<file path="src/hw/rtl/rbhe_pkg.sv">
// package for the rms bin hit extractor: sizes, field codes and stage structs
// no dependencies; imported by the top level, rbhe_in_stage and rbhe_detect
`default_nettype none

package rbhe_pkg;

   // block configuration
   localparam int BIN_SIZE       = 100;
   localparam int EXTRACT_LENGTH = 4096;
   localparam int STORE_DEPTH    = 131072;

   // fixed field widths
   localparam int SAMPLE_W = 16;
   localparam int IDX_W    = 12;
   localparam int THR_W    = 15;
   localparam int HIT_W    = 17;

   // derived widths
   localparam int ADDR_W   = $clog2(STORE_DEPTH);
   localparam int CNT_W    = ADDR_W + 1;
   localparam int FILL_W   = $clog2(BIN_SIZE);
   localparam int SQ_W     = 2 * SAMPLE_W - 1;
   localparam int THR_SQ_W = 2 * THR_W;
   localparam longint unsigned MAX_SUM = longint'(BIN_SIZE) << (2 * SAMPLE_W - 2);
   localparam int SUM_W    = $clog2(MAX_SUM + 64'd1);

   // command and result kind codes
   localparam logic CMD_LOAD     = 1'b0;
   localparam logic CMD_READ     = 1'b1;
   localparam logic KIND_SUMMARY = 1'b0;
   localparam logic KIND_READ    = 1'b1;

   // input register contents
   typedef struct packed {
      logic                       cmd;
      logic signed [SAMPLE_W-1:0] sample;
      logic                       last;
      logic [IDX_W-1:0]           idx;
      logic [SQ_W-1:0]            sq;
   } p1_type;

   // post-update stage contents, aligned with the store read data
   typedef struct packed {
      logic             kind;
      logic [HIT_W-1:0] hit_start;
      logic             found;
      logic             rd_ok;
   } p2_type;

endpackage

`default_nettype wire

</file>
<file path="src/hw/rtl/rbhe_req_if.sv">
// request channel interface: valid/ready handshake with the input item fields
// depends on nothing; used by rbhe_in_stage and the top level
`default_nettype none

interface rbhe_req_if;
   logic               valid;
   logic               ready;
   logic               cmd;
   logic signed [15:0] sample_in;
   logic               last_sample;
   logic [11:0]        read_index;

   modport source (output valid, cmd, sample_in, last_sample, read_index, input ready);
   modport sink   (input valid, cmd, sample_in, last_sample, read_index, output ready);
endinterface

`default_nettype wire

</file>
<file path="src/hw/rtl/rbhe_in_stage.sv">
// input register stage: takes request transactions and squares the sample
// depends on rbhe_pkg and rbhe_req_if
`default_nettype none

module rbhe_in_stage
   import rbhe_pkg::*;
(
   input  wire logic   clock,
   input  wire logic   reset,
   rbhe_req_if.sink    req_chan,
   input  wire logic   take,
   output      logic   p1_valid,
   output      p1_type p1
);

   logic   valid_ff;
   logic   valid_in;
   p1_type data_ff;
   p1_type data_in;
   logic   accept;
   logic signed [2*SAMPLE_W-1:0] product;

   assign req_chan.ready = !valid_ff || take;
   assign accept         = req_chan.valid && req_chan.ready;

   always_comb begin
      product      = req_chan.sample_in * req_chan.sample_in;
      data_in.cmd    = req_chan.cmd;
      data_in.sample = req_chan.sample_in;
      data_in.last   = req_chan.last_sample;
      data_in.idx    = req_chan.read_index;
      data_in.sq     = product[SQ_W-1:0];
   end

   always_comb begin
      valid_in = valid_ff;
      if (accept) begin
         valid_in = 1'b1;
      end else if (take) begin
         valid_in = 1'b0;
      end
   end

   always_ff @(posedge clock) begin
      if (reset) begin
         valid_ff <= 1'b0;
      end else begin
         valid_ff <= valid_in;
      end
   end

   always_ff @(posedge clock) begin
      if (accept) begin
         data_ff <= data_in;
      end
   end

   assign p1_valid = valid_ff;
   assign p1       = data_ff;

endmodule

`default_nettype wire

</file>
<file path="src/flat_wrapper.sv">
// flat-port wrapper written by rule: the top's interface ports become plain ports
module rbhe_in_stage_flat import rbhe_pkg::*;
  (clock, reset, take, p1_valid, p1, req_chan_valid, req_chan_cmd, req_chan_sample_in, req_chan_last_sample, req_chan_read_index, req_chan_ready);
  rbhe_req_if req_chan_i ();
  input  wire logic clock;
  input  wire logic reset;
  input  wire logic take;
  output      logic p1_valid;
  output      p1_type p1;
  input wire logic [$bits(req_chan_i.valid)-1:0] req_chan_valid;
  input wire logic [$bits(req_chan_i.cmd)-1:0] req_chan_cmd;
  input wire logic [$bits(req_chan_i.sample_in)-1:0] req_chan_sample_in;
  input wire logic [$bits(req_chan_i.last_sample)-1:0] req_chan_last_sample;
  input wire logic [$bits(req_chan_i.read_index)-1:0] req_chan_read_index;
  output wire logic [$bits(req_chan_i.ready)-1:0] req_chan_ready;
  assign req_chan_i.valid = req_chan_valid;
  assign req_chan_i.cmd = req_chan_cmd;
  assign req_chan_i.sample_in = req_chan_sample_in;
  assign req_chan_i.last_sample = req_chan_last_sample;
  assign req_chan_i.read_index = req_chan_read_index;
  assign req_chan_ready = req_chan_i.ready;
  rbhe_in_stage u_core (.clock(clock), .reset(reset), .req_chan(req_chan_i), .take(take), .p1_valid(p1_valid), .p1(p1));
endmodule
</file>
<file path="config.mk">
export PLATFORM = sky130hd
export DESIGN_NAME = rbhe_in_stage_flat
export DESIGN_NICKNAME = d
export VERILOG_FILES = /design/src/hw/rtl/rbhe_pkg.sv /design/src/hw/rtl/rbhe_req_if.sv /design/src/hw/rtl/rbhe_in_stage.sv /design/src/flat_wrapper.sv
export SDC_FILE = /design/constraint.sdc
export NUM_CORES = 1
export LEC_CHECK = 0
export CAP_MARGIN = 10
export CORE_MARGIN = 3
export CORE_UTILIZATION = 45
export DETAILED_ROUTE_END_ITERATION = 10
export DONT_BUFFER_PORTS = 1
export GPL_ROUTABILITY_DRIVEN = 0
export MAX_ROUTING_LAYER = met4
export PLACE_DENSITY = 0.6
export REMOVE_ABC_BUFFERS = 1
export SLEW_MARGIN = 20
export SYNTH_ARGS = -nofsm -noshare
export SYNTH_HDL_FRONTEND = slang
export SYNTH_SLANG_ARGS = --single-unit
</file>
<file path="constraint.sdc">
create_clock -name clock -period 18.5 [get_ports clock]
set_clock_uncertainty 0.15 [all_clocks]
set_input_delay 1.85 -clock clock [delete_from_list [all_inputs] [get_ports clock]]
set_output_delay 1.85 -clock clock [all_outputs]
set_load 0.02 [all_outputs]
</file>
---- After elaboration in Yosys (flattened, before gate mapping) ----
Index checks and enable logic that the tools add are counted.
storage, ports and cells
  output and inout bits ................... 63
  flip-flop bits (word level) ............. 62
  word-level logic and storage cells ...... 13
cells by class
  $mul .................................... 1
  muxes and demuxes ....................... 2
  reductions and logical operators ........ 4
operators with widths
  kind                                            count
  16-bit by 16-bit multiplier with 31-bit output  1
  1-bit 2-to-1 mux                                2
  2-bit nonzero test                              1
  1-bit logical AND                               1
  1-bit zero test                                 1
  1-bit logical OR                                1

---- Logic depth before layout (Yosys ltp) ----
Gate-level depths: netlist (run 1).
  word-level depth ........................ 4
  mapped depth ............................ 23

---- Worst setup path after synthesis (run 1) ----
No wires, ideal clock.
  path type ............................... input-to-reg
  start ................................... input port req_chan_sample_in[15]
  end ..................................... register u_core.data_ff (netlist bit u_core.p1[30]), data pin
  data required time ...................... 18170 ps
  stages .................................. 19
  library setup time ...................... 180 ps
  buffers on the path ..................... 3
  data arrival time ....................... 7166 ps
  path slack .............................. 11004 ps
  cells stage by stage .................... clkbuf_1 clkbuf_1 and2_1 fa_1 inv_1 fa_1 fa_1 fa_1 inv_1 fa_1 fa_1 ha_1 clkbuf_1 o21a_1 o21a_1 o21a_1 o2bb2ai_1 or4_1 o311ai_1
on the way
  word-level cells in the longest chain between the ends .. 1
ends and longest elaborated chain
  item                                            RTL line             text
  start: declaration                              flat_wrapper.sv:12   input wire logic [$bits(req_chan_i.sample_in)-1:0] req_chan_sample_in;
  16-bit by 16-bit multiplier with 31-bit output  rbhe_in_stage.sv:27  product = req_chan.sample_in * req_chan.sample_in;
  named net u_core.product[30]                    rbhe_in_stage.sv:21  logic signed [2*SAMPLE_W-1:0] product;
  end signal: assignment                          rbhe_in_stage.sv:54  data_ff <= data_in;
  end: declaration                                rbhe_in_stage.sv:18  p1_type data_ff;
The timed path passes the listed nets, and every way through them passes these cells.
A chain may end at the register's enable or synchronous reset.

---- Final worst setup path (run 1) ----
Same ends and word-level chain as after synthesis.

==> flow_summary.ini, run 1 <==
[outcome]
outcome = completed

[global_route]
antenna_found_initial = 0
grt_max_degree = 48
track_usage = 0.201
grt_pass1_vias = 7859
grt_pass1_wl_um = 39500
globalRouteOverflowTotal = 0

[cells_and_area]
multiInputGateArea_sq_mm = 0.00768
num-fill-cells = 2245
final_common_cell = inv_1
syn_to_final_growth_pct = 5.14
fin_nets = 1420
final_cell_mix = 342 x inv_1, 229 x fa_1, 87 x ha_1, 74 x nand2_1, 59 x edfxtp_1
diodes = 0
ff_latch_area_sq_mm = 0.00179
drive_gt1_frac = 0.0242

[floorplanning]
dieHeight_um = 161
rows = 56
core_sq_mm = 0.0236
die_x_um = 161
initial_core_util = 0.460
die-area_sq_mm = 0.0260
io_pins = 97

[worst_setup_path]
worstPathRequired_ns = 18.51
slowest_stage = fa_1
critPathCaptureType = flip-flop
worst-path-buf-inv = 3
path_max_fanout = 19
crit_family = adder cells
worstSetupPathType = in -> reg
cp-start-kind = input pin
crit_chain = inv_1, nor2_1, fa_1, fa_1, fa_1, fa_1, fa_1, inv_1, fa_1, inv_1, ha_1, nand2_1, a2111oi_4, nor4_1, or4_1, o311ai_1
slowest_delay_ns = 0.71
critical_path_arrival_ns = 7.36
crit_path_frequent_cell = fa_1

[route]
first_iter_violations = 316
vias = 6922
drt-total-wl_um = 23300
avgViaCountPerCell = 4.97
wl_per_cell_um = 16.7
firstDrtPassIters = 4
ant_nets = 0
drc = 0

[synth]
synth.distinct_cells = 51
synth_edf_count = 59
synth_warnings = 0
synthCells = 1085
async_flop_share = 0
synthesis.area_sq_mm = 0.0109
seq_area_frac_synth = 0.165
ys.flop_type = edfxtp_1
avgSynthCellArea_sq_um = 10.0
ys_seq_elements = 60

[sta]
finalCritPeriodShare = 0.397
rsz0062_at_grt = no
max_freq_mhz = 136
setup_tns_ns = 0
min_period_ns = 7.35
worstMarginPinSlew_ns = 0.618
slew_violations = 0
slew_headroom = 0.588
setup_viol = 0
hold_viol = 0

[cts]
numCtsBuffers = 9
clk_transition_reported_paths_ns = 0.06
clockBufferDepth = 2
cts_tree = yes
cts_hold_buffers = 0
clock_latency_ns = 0.34
cts_max_level = 3
clockRootBuffer = clkbuf_16
post_cts_buffers = 0
cts.sink_count = 60
postCtsResizedCells = 0

[placed_design]
dp_hpwl_um = 19300
io_buffer_count = 0

[min_path]
hp-class = reg -> reg

[run]
maxCapViolCount = 0
[worst reg2reg max path: stages (launching register included)]
cell and delay (ns):
dfxtp_1 0.38, nand2b_1 0.25, and2_2 0.42, buf_4 0.58
[cell type report]
class	count	area share
multi-input combinational	656	0.672
sequential	60	0.157
inverter	342	0.112
tap	319	0.0349
clock buffer	10	0.0200
clock inverter	6	0.00274
timing repair buffer	1	0.000657
[per-layer routing]
metal  track usage  part of all wire  vias up  wire [um]
met1         0.233              0.39     3567       9070
li1              -                 -     3200          -
met5             -                 0        -          0
met4        0.0461             0.017        0        394
met2         0.367              0.55      129      12700
met3        0.0310             0.048       26       1110
[cells by family (layout without fill, tap and decap cells)]
kind of cell,count (synthesis),count (layout),synth area share
compound gates,99,99,0.0637
xor+xnor,41,41,0.0330
fa+ha+maj,316,316,0.522
buf+inv,369,359,0.128
flops,60,60,0.165
mux,2,2,0.00207
other cells,1,1,0.000345
simple gates,197,197,0.0856
[cells in the mapped netlist, drive strengths merged (4+ instances only)]
cell type    n  area, sq um
ha          87         1090
and2        41          257
a21o        14          105
a211oi       6         45.0
buf          4         23.8
nand2b       7         43.8
clkbuf      23         86.3
xor2        11         96.3
inv        342         1280
a21oi       23          119
a31oi        4         25.0
nor3         5         25.0
fa         229         4580
edfxtp      59         1770
nor2        46          173
o21ai       12         60.1
xnor2       30          263
or3          4         25.0
o21a        12         90.1
nand2       74          278
o2111ai      4         35.0
nor2b        4         25.0
[state kept, by name, summed over array words and instances, names as in the netlist]
register         flops
u_core.p1           59
u_core.p1_valid      1
[worst paths after layout]
| kind | endpoint | slack, ns | cells past startpoint | startpoint |
|---|---|---|---|---|
| worst max-delay path | u_core.p1[30] | 11.15 | 16 | req_chan_sample_in[15] |
| worst min-delay path | u_core.p1_valid | 0.63 | 2 | u_core.p1_valid |
| worst max register to register | u_core.p1[53] | 16.32 | 3 | u_core.p1_valid |
| worst min register to register | u_core.p1_valid | 0.63 | 2 | u_core.p1_valid |
[stage by stage]
stage	setup WS [ns]	utilization	instance area [sq um]	hold WS [ns]	instances
after detailed placement	10.77	0.473	11200	0.622	1378
after CTS	11.14	0.484	11400	0.630	1394
after floorplan	11.34	-	10800	0.579	1058
final	11.15	0.484	11400	0.627	1394
after global placement	10.80	0.473	11200	0.630	1378
after global routing	10.85	0.484	11400	0.650	1394
Power of run 1 is left out: the tool's default activity adds up to more than one toggle a clock period on the data nets, which glitch-free logic cannot reach.
==> run 2: changes to the inputs <==
==> constraint.sdc (replaced) <==
create_clock -name clock -period 7.22 [get_ports clock]
set_clock_uncertainty 0.15 [all_clocks]
set_input_delay 0.722 -clock clock [delete_from_list [all_inputs] [get_ports clock]]
set_output_delay 0.722 -clock clock [all_outputs]
set_load 0.02 [all_outputs]
==> run 2 against run 1 <==
Effect of this change: non-clock buffer count grew 2; worst setup slack got worse by 10 ns; cell count up 0.14%; via count increased by 0.39%; critical path depth is 3 higher; register-to-register slack worse by 11 ns; sequential share of layout area shrank 0.11 points; sequential cell count did not move; global-route usage rose by 0.43 points; final area rose by 0.69%; critical endpoint unchanged; largest cell class unchanged.
==> flow_summary.ini, run 2 (synthesis results as in run 1) <==
[route]
vias = 6949
drt-total-wl_um = 23700
first_iter_violations = 298
avgViaCountPerCell = 4.98
ant_nets = 0
wl_per_cell_um = 17.0
firstDrtPassIters = 4
drc = 0

[worst_setup_path]
critical_path_arrival_ns = 6.14
path_max_fanout = 16
crit_chain = inv_1, nor2_1, fa_1, inv_1, fa_1, inv_1, fa_1, fa_1, inv_1, fa_1, fa_1, inv_1, ha_1, and4_1, nand2_1, a2111oi_4, nor4_1, or4_1, o311ai_1
slowest_delay_ns = 0.54
slowest_stage = fa_1
crit_family = adder cells
crit_path_frequent_cell = fa_1
worst-path-buf-inv = 5
worstPathRequired_ns = 7.23
critPathCaptureType = flip-flop
cp-start-kind = input pin
worstSetupPathType = in -> reg

[outcome]
outcome = completed

[cells_and_area]
diodes = 0
fin_nets = 1422
post-route-cell-area_sq_mm = 0.0115
final_cell_mix = 342 x inv_1, 229 x fa_1, 87 x ha_1, 74 x nand2_1, 59 x edfxtp_1
num-fill-cells = 2206
largest_reg_flops = 59
final_common_cell = inv_1
syn_to_final_growth_pct = 5.86
utilization = 0.487
drive_gt1_frac = 0.0279

[floorplanning]
die_x_um = 161
rows = 56
initial_core_util = 0.460
io_pins = 97
die-area_sq_mm = 0.0260
core_sq_mm = 0.0236
dieHeight_um = 161

[cts]
numCtsBuffers = 9
clk_transition_reported_paths_ns = 0.06
post_cts_buffers = 0
clockRootBuffer = clkbuf_16
cts_max_level = 3
cts_tree = yes
postCtsResizedCells = 0
clock_latency_ns = 0.34
clockBufferDepth = 2
cts_hold_buffers = 0
cts.sink_count = 60

[placed_design]
io_buffer_count = 0
dp_hpwl_um = 19500
place_area_sq_mm = 0.0112

[global_route]
globalRouteOverflowTotal = 0
track_usage = 0.205
grt_pass1_vias = 7803
grt_max_degree = 49
antenna_found_initial = 0
grt_pass1_wl_um = 40200

[sta]
slew_violations = 0
max_freq_mhz = 163
min_period_ns = 6.13
rsz0062_at_grt = no
worstMarginPinSlew_ns = 0.617
setup_tns_ns = 0
setup_viol = 0
finalCritPeriodShare = 0.850
slew_headroom = 0.589
hold_viol = 0

[run]
maxCapViolCount = 0

[min_path]
hp-class = in -> reg
[run 2: metal layers]
| metal | GRT usage | part of all wire | vias up |
|---|---|---|---|
| li1 | - | - | 3198 |
| met1 | 0.243 | 0.40 | 3585 |
| met2 | 0.366 | 0.54 | 128 |
| met3 | 0.0308 | 0.042 | 38 |
| met4 | 0.0551 | 0.023 | 0 |
| met5 | - | 0 | - |
[run 2: path summary, 6_finish.rpt]
path	slack, ns	endpoint	startpoint	depth (start not counted)
worst min register to register	0.63	u_core.p1_valid	u_core.p1_valid	2
worst max register to register	5.04	u_core.p1[47]	u_core.p1_valid	3
worst min-delay path	0.30	u_core.p1_valid	reset	1
worst max-delay path	1.09	u_core.p1[30]	req_chan_sample_in[3]	19
[run 2: layout make-up]
cell class	instances	area, sq um	share of cell area
Clock buffer	9	225	0.0196
Clock inverter	7	98.8	0.00859
Inverter	342	1280	0.112
Multi-Input combinational cell	656	7680	0.668
Sequential cell	60	1790	0.156
Tap cell	319	399	0.0347
Timing Repair Buffer	3	22.5	0.00196
[run 2: metrics by stage]
step | instances | hold slack, ns | worst slack [ns]
floorplan | 1058 | 0.579 | 1.19
global placement | 1380 | 0.623 | 0.754
detailed placement | 1380 | 0.625 | 0.717
CTS | 1396 | 0.281 | 1.10
global route | 1396 | 0.279 | 0.861
finish | 1396 | 0.296 | 1.09
[run 2: worst reg2reg max path, stage by stage, from the launching register on]
cell and delay [ns]:
dfxtp_1 0.38, nand2b_1 0.26, and2_2 0.41, buf_4 0.58
Power of run 2 is left out for the same reason.
